**config.mk**
```make
export PLATFORM = sky130hd
export DESIGN_NAME = bse_front_flat
export DESIGN_NICKNAME = d
export VERILOG_FILES = /design/src/design/bse_pkg.sv /design/src/design/bse_if.sv /design/src/design/bse_front.sv /design/src/flat_wrapper.sv
export SDC_FILE = /design/constraint.sdc
export NUM_CORES = 2
export LEC_CHECK = 0
export BUFFER_PORTS_ARGS = -buffer_cell sky130_fd_sc_hd__clkbuf_2
export CORE_MARGIN = 2
export CORE_UTILIZATION = 50
export DETAILED_ROUTE_END_ITERATION = 8
export HOLD_SLACK_MARGIN = 0.06
export PLACE_DENSITY = 0.75
export SLEW_MARGIN = 20
export SYNTH_ARGS = -nofsm -noshare
export SYNTH_HDL_FRONTEND = slang
export SYNTH_SLANG_ARGS = --single-unit
export TNS_END_PERCENT = 30
```
**constraint.sdc**
```tcl
create_clock -name clk -period 6.4 [get_ports clk]
set_input_delay 0.32 -clock clk [delete_from_list [all_inputs] [get_ports clk]]
set_output_delay 0.32 -clock clk [all_outputs]
set_load 0.1 [all_outputs]
```
**src/design/bse_pkg.sv**
```systemverilog
// Shared types, constants and fixed-point helpers of the escape-time engine.
package bse_pkg;

  localparam int COORD_BITS = 12;
  localparam int FRAC_BITS  = 28;
  localparam int ITER_BITS  = 16;

  localparam int FIX_W     = 32;
  localparam int CFG_W     = 32;
  localparam int CFG_IDX_W = 3;
  localparam int PROD_W    = 2 * FIX_W;
  // Squares and cross terms after the fraction shift, with headroom for sums.
  localparam int WIDE_W    = PROD_W - FRAC_BITS + 2;
  // Coordinate times step product; the sum with the origin is formed at SAT_W.
  localparam int CPROD_W   = COORD_BITS + 1 + FIX_W;
  localparam int SAT_W     = (CPROD_W + 1 > WIDE_W) ? CPROD_W + 1 : WIDE_W;

  localparam int QDEPTH    = 4;
  localparam int QPTR_W    = $clog2(QDEPTH);

  typedef enum logic [CFG_IDX_W-1:0] {
    CFG_MAX_ITER  = 3'd0,
    CFG_STEP_RE   = 3'd1,
    CFG_ORIGIN_RE = 3'd2,
    CFG_STEP_IM   = 3'd3,
    CFG_ORIGIN_IM = 3'd4
  } cfg_reg_t;

  typedef struct packed {
    logic        [ITER_BITS-1:0] max_iter;
    logic signed [FIX_W-1:0]     step_re;
    logic signed [FIX_W-1:0]     origin_re;
    logic signed [FIX_W-1:0]     step_im;
    logic signed [FIX_W-1:0]     origin_im;
  } cfg_regs_t;

  // One pixel with its point c, as it travels from front to back.
  typedef struct packed {
    logic        [COORD_BITS-1:0] x;
    logic        [COORD_BITS-1:0] y;
    logic signed [FIX_W-1:0]      c_re;
    logic signed [FIX_W-1:0]      c_im;
  } item_t;

  typedef enum logic [1:0] {
    ST_IDLE,
    ST_MUL,
    ST_CHECK,
    ST_DONE
  } bse_state_t;

  localparam logic signed [SAT_W-1:0] SAT_MAX = SAT_W'((64'sd1 <<< (FIX_W - 1)) - 64'sd1);
  localparam logic signed [SAT_W-1:0] SAT_MIN = -SAT_W'(64'sd1 <<< (FIX_W - 1));

  function automatic logic signed [FIX_W-1:0] sat_fix(input logic signed [SAT_W-1:0] v);
    logic signed [FIX_W-1:0] r;
    if (v > SAT_MAX) begin
      r = SAT_MAX[FIX_W-1:0];
    end else if (v < SAT_MIN) begin
      r = SAT_MIN[FIX_W-1:0];
    end else begin
      r = v[FIX_W-1:0];
    end
    return r;
  endfunction

  function automatic logic signed [FIX_W-1:0] abs_sat(input logic signed [SAT_W-1:0] v);
    logic signed [SAT_W-1:0] a;
    a = (v < 0) ? -v : v;
    return sat_fix(a);
  endfunction

endpackage

```
**src/design/bse_if.sv**
```systemverilog
// Handshake interfaces for the pixel, result and configuration channels.
interface bse_pix_if
  import bse_pkg::*;
  ();
  logic                  valid;
  logic                  ready;
  logic [COORD_BITS-1:0] pixel_x;
  logic [COORD_BITS-1:0] pixel_y;
  modport source (output valid, pixel_x, pixel_y, input ready);
  modport sink (input valid, pixel_x, pixel_y, output ready);
endinterface


```
**src/design/bse_front.sv**
```systemverilog
// Front end: takes pixels and maps each one to its point c.
module bse_front
  import bse_pkg::*;
(
  input  logic      clk,
  input  logic      rst,
  input  cfg_regs_t cfg_regs,
  bse_pix_if.sink   pix,
  output logic      q_valid,
  input  logic      q_ready,
  output item_t     q_item
);

  logic                        s1_valid;
  logic [COORD_BITS-1:0]       s1_x;
  logic [COORD_BITS-1:0]       s1_y;
  logic signed [CPROD_W-1:0]   s1_prod_re;
  logic signed [CPROD_W-1:0]   s1_prod_im;
  logic signed [COORD_BITS:0]  xs;
  logic signed [COORD_BITS:0]  ys;
  logic                        accept;

  assign xs        = {1'b0, pix.pixel_x};
  assign ys        = {1'b0, pix.pixel_y};
  assign pix.ready = !s1_valid || q_ready;
  assign accept    = pix.valid && pix.ready;

  always_ff @(posedge clk) begin
    if (rst) begin
      s1_valid <= 1'b0;
    end else if (accept) begin
      s1_valid <= 1'b1;
    end else if (q_ready) begin
      s1_valid <= 1'b0;
    end
  end

  always_ff @(posedge clk) begin
    if (accept) begin
      s1_x       <= pix.pixel_x;
      s1_y       <= pix.pixel_y;
      s1_prod_re <= xs * cfg_regs.step_re;
      s1_prod_im <= ys * cfg_regs.step_im;
    end
  end

  assign q_valid     = s1_valid;
  assign q_item.x    = s1_x;
  assign q_item.y    = s1_y;
  assign q_item.c_re = sat_fix(SAT_W'(cfg_regs.origin_re) + SAT_W'(s1_prod_re));
  assign q_item.c_im = sat_fix(SAT_W'(cfg_regs.origin_im) + SAT_W'(s1_prod_im));

endmodule

```
**src/flat_wrapper.sv**
```systemverilog
// flat-port wrapper written by rule: the top's interface ports become plain ports
module bse_front_flat import bse_pkg::*;
  (clk, rst, cfg_regs, q_valid, q_ready, q_item, pix_valid, pix_pixel_x, pix_pixel_y, pix_ready);
  bse_pix_if pix_i ();
  input  logic clk;
  input  logic rst;
  input  cfg_regs_t cfg_regs;
  output logic q_valid;
  input  logic q_ready;
  output item_t q_item;
  input wire logic [$bits(pix_i.valid)-1:0] pix_valid;
  input wire logic [$bits(pix_i.pixel_x)-1:0] pix_pixel_x;
  input wire logic [$bits(pix_i.pixel_y)-1:0] pix_pixel_y;
  output wire logic [$bits(pix_i.ready)-1:0] pix_ready;
  assign pix_i.valid = pix_valid;
  assign pix_i.pixel_x = pix_pixel_x;
  assign pix_i.pixel_y = pix_pixel_y;
  assign pix_ready = pix_i.ready;
  bse_front u_core (.clk(clk), .rst(rst), .cfg_regs(cfg_regs), .pix(pix_i), .q_valid(q_valid), .q_ready(q_ready), .q_item(q_item));
endmodule
```
==> summary.txt <==
Max H-tree Level: 4
worst slew pin tran: 1.03 ns
Hold WC Path Type: input pin to flip-flop
slew margin rel.: 0.311
clock-pin slew on the worst setup and hold paths: 0.07 ns
CTS tree: yes
first-pass GRT wire length: 147000 um
CTS Buf Count: 17
number of max-slew violations in the final report: 0
number of flops mapped to enable cells by yosys: 114
Reg area: 3440 um^2
Yosys top cell area share: 0.380
Synth Net Count: 5239
Seq cells post-synth: 115
Via Count: 28200
residual DRC count: 0
CP Capture Type: flip-flop
Syn. warnings: 0
initial core utilization: 0.507
post-DR wirelength/cell: 16.8 um
pin count of the biggest net entering global routing: 63
Post-Syn Instances: 4101
Synth area leaders: fa_1 (38%), ha_1 (10%), edfxtp_1 (9.6%)
Main synth FF type: edfxtp_1
number of DRC markers in iteration 0: 1961
WP data required: 6.64 ns
Post-Layout Cell Count: 5319
critical path class: input pin to flip-flop
Overflow after GRT: 0
Rows: 97
layout cells sized above 1: 0.111
Period Utilization, post-route: 0.947
Final Hold Viols: 0
multi-input logic area: 28200 um^2
clk_skew: 0.0189 ns
Yosys cell types: 82
Final nets: 5503
Max Root-Sink Buffers: 2
syn_area_per_cell: 8.71 um^2
die width: 271 um
sequential share of the synthesized area: 0.0964
Post-Place Cells: 5284
most common cell after layout, fill and taps aside: inv_1
ANT nets after route: 0
drt via density: 5.30
commonest cells after routing, fill and taps aside: inv_1 (906), fa_1 (678), nand2_1 (533)
max-cap check violation count: 0
RSZ-0062 raised after global routing: false
number of global-route vias before repair: 28600
Place WS: -0.335 ns
Area growth syn-to-layout: 10.6%
f_max: 165 MHz
fin crit period: 6.06 ns
outcome: complete, no violations
data arrival time of the worst path: 6.30 ns
Cell Area, Synth: 35700 um^2
clock sinks: 115
Core Footprint: 70400 um^2
# setup viols final: 0
Die Y: 271 um
Post-synth ARST share: 0
Filler Cell Count: 6249
die area: 73600 um^2
router iterations before antenna repair: 6
PortBufs: 245
HPWL Detailed: 75100 um
Post-Route WL: 89500 um
initial antenna violation count: 5
GPL Wtd Cong: 0.933
CP startpoint kind: input pin
Synth area leader: fa_1
CTS root buffer: clkbuf_16
overall routing resource usage: 0.249
largest fanout on the critical path: 15
worst setup margin: 0.340 ns
Clk Latency, worst-skew pair: 0.50 ns
num ports: 262
-- flip-flops by register name, summed over array words and instances, names as in the netlist --
| register | flops |
|---|---|
| u_core.q_valid | 1 |
| u_core.s1_y | 12 |
| u_core.s1_prod_re | 45 |
| u_core.s1_x | 12 |
| u_core.s1_prod_im | 45 |
-- Yosys cell counts, types with 6 or more instances --
master     instances
inv_1            906
o211ai_1          16
ha_1             288
a21o_1            91
nand3_1           39
edfxtp_1         114
o2111ai_1          6
and2_1           357
and3_1            22
xor2_1            54
nand2_1          533
a21boi_0           6
a211oi_1          16
fa_1             678
or3_1              8
nand2b_1          19
nor4_1             7
mux2i_1            6
nor2_1            91
o21ai_0           90
nor3_1            21
a21oi_1          180
o21bai_1          31
a31oi_1           18
o31ai_1            9
and4_1             8
buf_2             13
nand4_1           21
xnor2_1           94
o21a_1            29
nor3b_1            6
o21ai_1           58
nor2b_1           22
clkbuf_1         163
-- logic make-up (layout without fill, tap and decap cells) --
family / after synthesis / after routing / synth area share
compound gates: 609 / 609 / 0.109
xor+xnor: 148 / 148 / 0.0363
fa+ha+maj: 966 / 966 / 0.481
buf+inv: 1084 / 1361 / 0.114
flops: 115 / 115 / 0.0964
mux: 6 / 6 / 0.00168
other cells: 0 / 1 / 0
simple gates: 1173 / 1173 / 0.161
-- stage by stage --
step / hold WS (ns) / util / TNS, ns / area, um^2
global route: 0.112 / 0.561 / 0 / 39500
finish: 0.117 / 0.561 / 0 / 39500
global placement: 0.481 / 0.553 / -0.681 / 38900
CTS: 0.0772 / 0.561 / 0 / 39500
floorplan: 0.389 / - / 0 / 35700
detailed placement: 0.486 / 0.553 / -1.39 / 38900
-- what timing repair did --
action	4_1_cts	5_1_grt
endpoints found under the hold margin	1	0
endpoints found under the setup margin	0	3
hold buffers	2	0
setup buffers	0	0
resized for setup	0	5
-- routing by layer --
metal,wire length [um],share of wire,GRT usage
met5,41,0.00046,0
met4,1560,0.017,0.0573
met3,6050,0.068,0.0391
met2,41600,0.46,0.404
met1,40300,0.45,0.351
-- path summary, 6_finish.rpt --
check                        from                     to  slack (ns)  cells past startpoint
hold / removal    pix_pixel_y[10]        u_core.s1_y[10]        0.12                      1
hold reg to reg    u_core.q_valid         u_core.q_valid        1.10                      3
setup reg to reg   u_core.q_valid   u_core.s1_prod_im[5]        3.96                      3
setup / recovery   pix_pixel_x[1]  u_core.s1_prod_re[44]        0.34                     26
-- worst max-delay path, cell delays in order --
cell and delay, ns:
buf_2 0.22, buf_4 0.19, and2_1 0.17, fa_1 0.54, inv_1 0.06, fa_1 0.48
inv_1 0.06, fa_1 0.49, inv_1 0.05, fa_1 0.50, fa_1 0.49, inv_1 0.04
ha_1 0.30, o21a_1 0.11, o31a_1 0.12, o21a_1 0.18, o21a_1 0.22, o311ai_1 0.30
buf_4 0.17, nand3_1 0.14, a21o_1 0.24, a2111oi_2 0.38, buf_4 0.18, o31ai_1 0.07
a21oi_1 0.18, xnor2_1 0.08
-- final cells by class --
cell class              count  area share
inverters                 906      0.0861
repair buffers            423      0.0678
well taps                 940      0.0298
clock inverters            15     0.00336
flip-flops and latches    115      0.0872
diodes                      1   0.0000633
multi-input cells        2902       0.715
clock buffers              17      0.0108
Power is left out: the tool's default activity adds up to more than one toggle a clock period on the data nets, which glitch-free logic cannot reach.
