## config.mk

```make
export PLATFORM = sky130hd
export DESIGN_NAME = bse_queue
export DESIGN_NICKNAME = d
export VERILOG_FILES = /design/src/design/bse_pkg.sv /design/src/design/bse_queue.sv
export SDC_FILE = /design/constraint.sdc
export NUM_CORES = 1
export LEC_CHECK = 0
export ABC_AREA = 1
export BUFFER_PORTS_ARGS = -buffer_cell sky130_fd_sc_hd__buf_2
export CORE_ASPECT_RATIO = 1.1
export CORE_MARGIN = 2
export CORE_UTILIZATION = 50
export DETAILED_ROUTE_END_ITERATION = 8
export PLACE_DENSITY = 0.71
export SETUP_SLACK_MARGIN = 0.15
export SYNTH_ARGS = -nofsm -noshare
export SYNTH_HDL_FRONTEND = slang
export SYNTH_SLANG_ARGS = --single-unit
```

## constraint.sdc

```tcl
create_clock -name clk -period 8.45 [get_ports clk]
set_input_delay 1.69 -clock clk [delete_from_list [all_inputs] [get_ports clk]]
set_output_delay 1.69 -clock clk [all_outputs]
set_load 0.01 [all_outputs]
```

## src/design/bse_pkg.sv

```systemverilog
// Shared types, constants and fixed-point helpers of the escape-time engine.
package bse_pkg;

  localparam int COORD_BITS = 12;
  localparam int FRAC_BITS  = 28;
  localparam int ITER_BITS  = 16;

  localparam int FIX_W     = 32;
  localparam int CFG_W     = 32;
  localparam int CFG_IDX_W = 3;
  localparam int PROD_W    = 2 * FIX_W;
  // Squares and cross terms after the fraction shift, with headroom for sums.
  localparam int WIDE_W    = PROD_W - FRAC_BITS + 2;
  // Coordinate times step product; the sum with the origin is formed at SAT_W.
  localparam int CPROD_W   = COORD_BITS + 1 + FIX_W;
  localparam int SAT_W     = (CPROD_W + 1 > WIDE_W) ? CPROD_W + 1 : WIDE_W;

  localparam int QDEPTH    = 4;
  localparam int QPTR_W    = $clog2(QDEPTH);

  typedef enum logic [CFG_IDX_W-1:0] {
    CFG_MAX_ITER  = 3'd0,
    CFG_STEP_RE   = 3'd1,
    CFG_ORIGIN_RE = 3'd2,
    CFG_STEP_IM   = 3'd3,
    CFG_ORIGIN_IM = 3'd4
  } cfg_reg_t;

  typedef struct packed {
    logic        [ITER_BITS-1:0] max_iter;
    logic signed [FIX_W-1:0]     step_re;
    logic signed [FIX_W-1:0]     origin_re;
    logic signed [FIX_W-1:0]     step_im;
    logic signed [FIX_W-1:0]     origin_im;
  } cfg_regs_t;

  // One pixel with its point c, as it travels from front to back.
  typedef struct packed {
    logic        [COORD_BITS-1:0] x;
    logic        [COORD_BITS-1:0] y;
    logic signed [FIX_W-1:0]      c_re;
    logic signed [FIX_W-1:0]      c_im;
  } item_t;

  typedef enum logic [1:0] {
    ST_IDLE,
    ST_MUL,
    ST_CHECK,
    ST_DONE
  } bse_state_t;

  localparam logic signed [SAT_W-1:0] SAT_MAX = SAT_W'((64'sd1 <<< (FIX_W - 1)) - 64'sd1);
  localparam logic signed [SAT_W-1:0] SAT_MIN = -SAT_W'(64'sd1 <<< (FIX_W - 1));

  function automatic logic signed [FIX_W-1:0] sat_fix(input logic signed [SAT_W-1:0] v);
    logic signed [FIX_W-1:0] r;
    if (v > SAT_MAX) begin
      r = SAT_MAX[FIX_W-1:0];
    end else if (v < SAT_MIN) begin
      r = SAT_MIN[FIX_W-1:0];
    end else begin
      r = v[FIX_W-1:0];
    end
    return r;
  endfunction

  function automatic logic signed [FIX_W-1:0] abs_sat(input logic signed [SAT_W-1:0] v);
    logic signed [SAT_W-1:0] a;
    a = (v < 0) ? -v : v;
    return sat_fix(a);
  endfunction

endpackage

```

## src/design/bse_queue.sv

```systemverilog
// Short queue of prepared pixels between the front end and the iteration engine.
module bse_queue
  import bse_pkg::*;
(
  input  logic  clk,
  input  logic  rst,
  input  logic  wr_valid,
  output logic  wr_ready,
  input  item_t wr_item,
  output logic  rd_valid,
  input  logic  rd_ready,
  output item_t rd_item
);

  item_t             entries [QDEPTH];
  logic [QPTR_W-1:0] wr_ptr;
  logic [QPTR_W-1:0] rd_ptr;
  logic [QPTR_W:0]   count;
  logic              do_wr;
  logic              do_rd;

  assign wr_ready = count != (QPTR_W + 1)'(QDEPTH);
  assign rd_valid = count != '0;
  assign do_wr    = wr_valid && wr_ready;
  assign do_rd    = rd_valid && rd_ready;
  assign rd_item  = entries[rd_ptr];

  always_ff @(posedge clk) begin
    if (rst) begin
      wr_ptr <= '0;
      rd_ptr <= '0;
      count  <= '0;
    end else begin
      if (do_wr) begin
        wr_ptr <= wr_ptr + 1'b1;
      end
      if (do_rd) begin
        rd_ptr <= rd_ptr + 1'b1;
      end
      if (do_wr && !do_rd) begin
        count <= count + 1'b1;
      end else if (do_rd && !do_wr) begin
        count <= count - 1'b1;
      end
    end
  end

  always_ff @(posedge clk) begin
    if (do_wr) begin
      entries[wr_ptr] <= wr_item;
    end
  end

endmodule

```

==> out/results.txt, run 1 <==
Max_cap viols: 0
Clock Latency Late Sink: 0.50 ns
# hold bufs at CTS: 0
Post-synth top area share: 78.4%
Global route overflow: 0
Critical-path cell list: inv_6, buf_4, o21ai_0, o22ai_1, buf_2
Critical Path End Type: output pin
Mapped Nets: 1016
CTS buffer count: 36
Sequential area share after synthesis: 79.7%
Critical path peak fanout: 99
Fin crit period: 4.90 ns
RSZ-0062 raised after global routing: false
Yosys warnings: 0
Routed len/inst: 18.5 um
Worst path required time: 6.76 ns
Chip Width: 161 um
Crit path DAT: 3.21 ns
Area contributors post-synth: edfxtp_1 (78%), nor2_1 (5.3%), o21ai_0 (4.5%)
Pin count of the biggest net entering global routing: 100
Post-DRT Antenna Nets: 0
Final setup viols: 0
Antenna violations before repair: 4
Most frequent cells in the layout: edfxtp_1 (352), nor2_1 (186), buf_2 (181)
R2R depth: 5
Worst slew pin tran: 1.09 ns
Final TNS setup: 0 ns
Vias in the first global route: 7787
Clock Skew: 0.0149 ns
Status: complete, no violations
Final Wtd Congestion: 0.731
FF-to-FF setup slack: 5.39 ns
Proportion of layout cells with a drive suffix above 1: 21.5%
CTS H-tree lvls: 2
Avg Cell Area, Syn: 14.7 um2
CP max stage delay: 0.71 ns
PD cells: 303 nW/um2
Avg Vias per Cell: 5.43
FF-to-FF End: entries[0][11]
Hold Path Class: flip-flop to flip-flop
Worst rel slew slack: 27.1%
Nets: 1187
Number of remaining DRC errors: 0
GRT Overall Usage: 18.8%
DIE HEIGHT: 176 um
Crit path kind: flip-flop to output pin
Root Buffer Master: clkbuf_16
Top cell type by total area after synthesis: edfxtp_1
WL final: 27200 um
Lkg Pwr: 5.45 nW
Most common cell after layout, fill and taps aside: edfxtp_1
Synth Instances: 918
Final hold viol count: 0
# clock sinks: 361
Peak Freq: 204 MHz
Worst setup SP type: flip-flop
Area Growth Syn to Fin: 16.2%
TritonCTS clock tree: done
Net Sw Power: 1.40 mW
Max Slew Vio Count: 0
Internal cell power: 3.35 mW
DR pass1 iterations: 4
Top-Level Pins: 182
Post-CTS setup buffer count: 0
Distinct cells, synth: 22
Initial core utilization: 50.4%
Dpl ws: 4.04 ns
Cell Area, Synth: 13500 um2
Detailed placer's ending HPWL: 14400 um
Max Root-Sink Buffers: 3
DIE AREA: 28300 um2
First-pass GRT wire length: 41600 um
Hold path depth: 2
Post-CTS Resized: 0
FF+latch count, synth: 361
Max VDD drop: 0.201 mV
Sequential Power Share: 47.6%
Switch share: 29.4%
Post-route setup slack: 3.55 ns
Via Count: 7982
Port bufs: 181
Reg-to-Reg Start: count[0]
Worst-path clk slew: 0.06 ns
Period utilization: 58.0%
Combinational fraction of design power: 22.1%
Core region area: 26700 um2
Worst hold start: rd_ptr[0]
Clk pwr share: 30.2%
Fillers: 2078
First DRT Iteration DRCs: 648
Slowest-stage cell, CP: buf_4
Num rows: 63
## metrics by stage
stage / power, mW / hold slack [ns] / cell area, um2 / instances / util [%]
floorplan: 2.98 / 0.459 / 13500 / 918 / -
detailed placement: 3.36 / 0.495 / 14600 / 1408 / 54.6
global placement: 3.34 / 0.483 / 14600 / 1408 / 54.6
CTS: 4.79 / 0.504 / 15700 / 1467 / 58.6
global route: 4.99 / 0.531 / 15700 / 1467 / 58.6
finish: 4.75 / 0.505 / 15700 / 1469 / 58.6
## logic make-up after synthesis
group / after synthesis / synth area share [%]
buffers and inverters: 72 / 2.90
XOR/XNOR: 1 / 0.0650
AO/OA/AOI/OAI: 268 / 10.8
AND/OR/NAND/NOR: 210 / 5.91
flip-flops: 361 / 79.7
adder cells (fa/ha/maj): 6 / 0.613
## cell usage after synthesis (all sizes together)
master and number:
ha 5, nand3 4, a21oi 3, fa 1, clkbuf 31, inv 16, nand3b 1, edfxtp 352
nor2 190, nand2 15, o22ai 88, o21ai 177, xor2 1, buf 25, dfxtp 9
## sequential cells by signal, summed over array words and instances (netlist names), named ones only
| signal | count |
|---|---|
| rd_ptr | 2 |
| count | 3 |
| wr_ptr | 2 |
| entries | 352 |
## worst max path at each step
stage | end | slack, ns | depth (start not counted)
6_report | rd_item[80] | 3.55 | 5
5_1_grt | rd_item[80] | 3.31 | 5
4_1_cts | rd_item[12] | 3.49 | 5
3_5_place_dp | rd_item[12] | 4.04 | 5
3_3_place_gp | rd_item[8] | 4.09 | 5
2_1_floorplan | entries[0][0] | 2.44 | 2
## per-layer routing
metal | global-route usage, % | up-vias | routed length, um
li1 | - | 3787 | -
met4 | 4.80 | 2 | 469
met2 | 32.0 | 209 | 13400
met5 | 0 | - | 13
met1 | 24.3 | 3945 | 11700
met3 | 4.84 | 39 | 1730
## final cells by class
class,instances,area (um2),share of cell area (%)
Clock inverter,13,91.3,0.583
Sequential cell,361,10800,68.7
Clock buffer,46,960,6.13
Antenna cell,2,5.00,0.0320
Tap cell,357,447,2.85
Timing Repair Buffer,189,966,6.17
Inverter,16,65.1,0.416
Multi-Input combinational cell,485,2370,15.1
## critical path, delay by kind of cell, from the launching register on
family	cells	cell delay [ns]
AO/OA/AOI/OAI	2	0.44
buffers and inverters	3	1.56
flip-flops	1	0.61
## power by group through the flow
stage / Sequential [mW] / Clock (mW) / Combinational [mW]
detailed placement: 2.30 / 0 / 1.06
finish: 2.26 / 1.44 / 1.05
floorplan: 2.27 / 0 / 0.703
global route: 2.28 / 1.54 / 1.16
CTS: 2.27 / 1.46 / 1.07
global placement: 2.30 / 0 / 1.04
Power figures use the tool's default switching activity.
==> run 2, diff against run 1 <==
- clock period: 8.45 -> 4.65 ns (I/O delays scaled with it)
==> run 2 against run 1 <==
Effect of this change: count of clock-buffer cells in the layout decreased by 5; flip-flop and latch count unchanged; non-clock buffer count increased by 4; largest cell class unchanged; largest power group unchanged.
==> out/results.txt, run 2 (same netlist as run 1, synthesis figures left out) <==
Area Growth Syn to Fin: 17.2%
FF-to-FF End: entries[0][30]
Max Root-Sink Buffers: 3
Final TNS setup: 0 ns
DR pass1 iterations: 5
Max Slew Vio Count: 0
Initial core utilization: 50.4%
Max VDD drop: 0.340 mV
Most common cell after layout, fill and taps aside: edfxtp_1
Routed len/inst: 18.7 um
Pin count of the biggest net entering global routing: 93
WHS: 0.500 ns
Most frequent cells in the layout: edfxtp_1 (352), nor2_1 (186), buf_2 (181)
Chip Width: 161 um
Global route overflow: 0
Proportion of layout cells with a drive suffix above 1: 22.5%
Core region area: 26700 um2
CP max stage delay: 0.58 ns
Hold Path Class: flip-flop to flip-flop
Lkg Pwr: 5.51 nW
Num rows: 63
Fin crit period: 3.48 ns
Largest delay share family, worst path: buffers and inverters
Reg with most FFs: entries
Post-CTS Resized: 0
Design area: 15800 um2
Detailed placer's ending HPWL: 15100 um
Post-DP Area: 14700 um2
Via Count: 8022
Worst-path clk slew: 0.06 ns
# clock sinks: 361
Status: complete, no violations
WL final: 27600 um
Post-DRT Antenna Nets: 0
CTS H-tree lvls: 2
Max_cap viols: 0
Number of remaining DRC errors: 0
DIE AREA: 28300 um2
R2R depth: 5
GRT Overall Usage: 19.4%
WP depth: 5
Critical path peak fanout: 37
Final Wtd Congestion: 0.752
Top-Level Pins: 182
Period utilization: 74.8%
PD cells: 553 nW/um2
First-pass GRT wire length: 43000 um
Clock Skew: 0.00689 ns
Biggest registers after layout: entries x352, count x3
Crit path kind: flip-flop to output pin
Crit path DAT: 2.55 ns
Worst setup SP type: flip-flop
First DRT Iteration DRCs: 630
FF-to-FF setup slack: 2.33 ns
Vias in the first global route: 8127
Worst slew pin tran: 0.941 ns
Max reg flops: 352
DIE HEIGHT: 176 um
CTS buffer count: 36
Peak Freq: 287 MHz
Worst path required time: 3.72 ns
Reg-to-Reg Start: count[0]
Root Buffer Master: clkbuf_16
RSZ-0062 raised after global routing: false
Critical Path End Type: output pin
Slowest-stage cell, CP: inv_2
Port bufs: 181
Critical-path cell list: inv_2, buf_4, o21ai_0, o22ai_1, buf_2
Final setup viols: 0
TritonCTS clock tree: done
Non-filler cells, final: 1478
# hold bufs at CTS: 0
Hold path depth: 2
Cell count after placement: 1412
Clock Latency Late Sink: 0.50 ns
Nets: 1191
Final hold viol count: 0
Antenna violations before repair: 7
Worst hold start: rd_ptr[1]
Worst rel slew slack: 37.2%
Bufs and invs on worst path: 3
Fillers: 2069
Avg Vias per Cell: 5.43
Post-CTS setup buffer count: 0
## run 2: cell count changes in the layout (fill, tap and decap cells not counted)
cell,before,now
clkinv_2,1,9
buf_12,0,5
clkbuf_1,9,4
clkinv_4,3,0
clkinvlp_4,0,2
diode_2,2,4
buf_4,8,7
bufinv_16,1,2
## run 2: worst register-to-register path, cell delays in order (launching register included)
cell and delay (ns):
dfxtp_1 0.40, nor2_1 0.08, nand2_1 0.12, nand2_1 0.27
nor2_4 0.53, buf_12 0.42
## run 2: cell type report
type                    count  area (um2)  area share, %
repair buffers            193        1060           6.70
diodes                      4        10.0         0.0634
multi-input cells         485        2370           15.0
flip-flops and latches    361       10800           68.1
clock buffers              41         941           5.96
clock inverters            21         150          0.950
inverters                  16        65.1          0.412
well taps                 357         447           2.83
## run 2: worst max-delay path by stage
stage	startpoint	endpoint	slack, ns
2_1_floorplan	wr_valid	entries[0][0]	-0.60
3_3_place_gp	flip-flop	rd_item[83]	1.62
3_5_place_dp	flip-flop	rd_item[83]	1.63
4_1_cts	flip-flop	rd_item[83]	1.08
5_1_grt	flip-flop	rd_item[84]	0.96
6_report	flip-flop	rd_item[83]	1.17
## run 2: where the power goes
| part | switching (mW) | internal (mW) | total, mW |
|---|---|---|---|
| sequential | 0.0973 | 3.95 | 4.05 |
| clock | 1.12 | 1.56 | 2.68 |
| combinational | 1.35 | 0.651 | 2.00 |
| total | 2.57 | 6.16 | 8.73 |
## run 2: per-stage QoR
| stage | total power, mW | utilization, % | worst slack [ns] |
|---|---|---|---|
| floorplan | 5.41 | - | -0.597 |
| global placement | 6.11 | 55.0 | 1.62 |
| detailed placement | 6.15 | 55.0 | 1.63 |
| CTS | 8.83 | 59.1 | 1.08 |
| global route | 9.18 | 59.1 | 0.958 |
| finish | 8.73 | 59.1 | 1.17 |
## run 2: metal layers
metal,global-route usage (%),part of all wire (%)
met1,24.7,42
met5,0,0.14
met2,32.9,48
met4,5.52,2.2
met3,5.36,7.2
==> run 3, diff against run 2 <==
- PLACE_DENSITY: 0.71 -> 0.74
- clock period: 4.65 -> 3.05 ns (I/O delays scaled with it)
==> run 3 against run 2 <==
Effect of this change: sequential power increased by 52%; clock power increased by 53%; design area increased by 0.79%; routed wire length decreased by 1.4%; hold slack got worse by 0.18 ns; critical path depth decreased by 1; sequential share of layout area decreased by 0.52 points; clock skew increased by 0.0057 ns; power increased by 53%; global-route usage decreased by 0.46 points; via count decreased by 0.14%; core utilization increased by 0.47 points.
==> out/results.txt, run 3 (same netlist as run 1, synthesis figures left out) <==
Most common cell after layout, fill and taps aside: edfxtp_1
Non-filler cells, final: 1480
DIE AREA: 28300 um2
Critical Path Sink: rd_item[84]
Design area: 15900 um2
Final TNS setup: 0 ns
Post-CTS Resized: 0
Sequential cell area: 10800 um2
Final setup viols: 0
Final hold viol count: 0
Via Count: 8011
Pin count of the biggest net entering global routing: 177
Clock Skew: 0.0126 ns
Peak Freq: 370 MHz
Num rows: 63
Worst-path clk slew: 0.06 ns
First-pass GRT wire length: 41800 um
Post-CTS setup buffer count: 0
CTS buffer count: 37
Post-DRT Antenna Nets: 0
Biggest registers after layout: entries x352, count x3
Hold path depth: 1
Number of remaining DRC errors: 0
Utilization after layout: 59.6%
GRT Overall Usage: 18.9%
Worst rel slew slack: 55.1%
Antenna violations before repair: 6
Vias in the first global route: 7884
DR pass1 iterations: 4
Multi-input logic area: 2370 um2
FF-to-FF End: count[1]
Port bufs: 181
# clock sinks: 361
FF-to-FF setup slack: 0.90 ns
CTS H-tree lvls: 2
Max VDD drop: 0.588 mV
Period utilization: 88.7%
Crit path kind: flip-flop to output pin
DIE HEIGHT: 176 um
Global route overflow: 0
Top-Level Pins: 182
RSZ-0062 raised after global routing: false
R2R depth: 9
Crit path DAT: 2.09 ns
Clock Latency Late Sink: 0.49 ns
Max Root-Sink Buffers: 3
Most frequent cells in the layout: edfxtp_1 (352), nor2_1 (186), buf_2 (181)
Fin crit period: 2.70 ns
Lkg Pwr: 5.57 nW
Max_cap viols: 0
Avg Vias per Cell: 5.41
Cell count after placement: 1416
Routed len/inst: 18.4 um
Hold Path Class: primary input to flip-flop
Area Growth Syn to Fin: 18.1%
Proportion of layout cells with a drive suffix above 1: 22.7%
Critical path peak fanout: 176
PD cells: 840 nW/um2
Worst path required time: 2.44 ns
Fillers: 2011
# hold bufs at CTS: 0
Max reg flops: 352
Core region area: 26700 um2
Final Power: 13.4 mW
Max Slew Vio Count: 0
Post-DP Area: 14800 um2
Reg with most FFs: entries
Status: complete, no violations
Nets: 1196
Root Buffer Master: clkbuf_16
Final Wtd Congestion: 0.729
Critical Path End Type: output pin
Reg-to-Reg Start: count[1]
Initial core utilization: 50.4%
Detailed placer's ending HPWL: 14900 um
Chip Width: 161 um
First DRT Iteration DRCs: 517
WL final: 27200 um
Worst setup SP type: flip-flop
TritonCTS clock tree: done
Worst slew pin tran: 0.674 ns
==> run 3: power by group <==
part | switching (mW) | leakage (nW) | internal [mW]
Clock | 1.69 | 0.541 | 2.39
Combinational | 2.09 | 1.73 | 1.05
Sequential | 0.128 | 3.30 | 6.03
==> run 3: metrics by stage <==
stage | setup WS [ns] | hold WS [ns]
3_3_place_gp | 0.830 | 0.474
2_1_floorplan | -0.448 | 0.459
6_report | 0.345 | 0.320
5_1_grt | 0.194 | 0.308
4_1_cts | 0.258 | 0.299
3_5_place_dp | 0.795 | 0.489
==> run 3: final cells by class <==
cell class              instances  share of cell area, %
multi-input cells             485                   14.9
well taps                     357                   2.81
diodes                          2                 0.0314
inverters                      16                  0.417
flip-flops and latches        361                   67.6
repair buffers                197                   7.43
clock inverters                17                  0.857
clock buffers                  45                   6.00
==> run 3: worst min-delay path by stage <==
stage	end	from	slack (ns)
floorplan	flip-flop	rd_ptr[1]	0.46
global placement	flip-flop	rd_ptr[1]	0.47
global route	entries[0][31]	wr_item[31]	0.31
CTS	entries[3][12]	wr_item[12]	0.30
detailed placement	flip-flop	rd_ptr[1]	0.49
finish	entries[3][12]	wr_item[12]	0.32
==> run 3: critical path, cell delays in order (launching register included) <==
cell     delay [ns]
dfxtp_4        0.39
buf_16         0.49
o21ai_0        0.23
o22ai_1        0.24
buf_2          0.17
==> run 3: routing by layer <==
metal  vias to the layer above  share of wire, %  track usage, %
met2                       246                49            32.1
li1                       3815                 -               -
met4                         6               2.3            5.82
met1                      3895                42            24.3
met3                        49               6.4            4.67
met5                         -              0.14               0
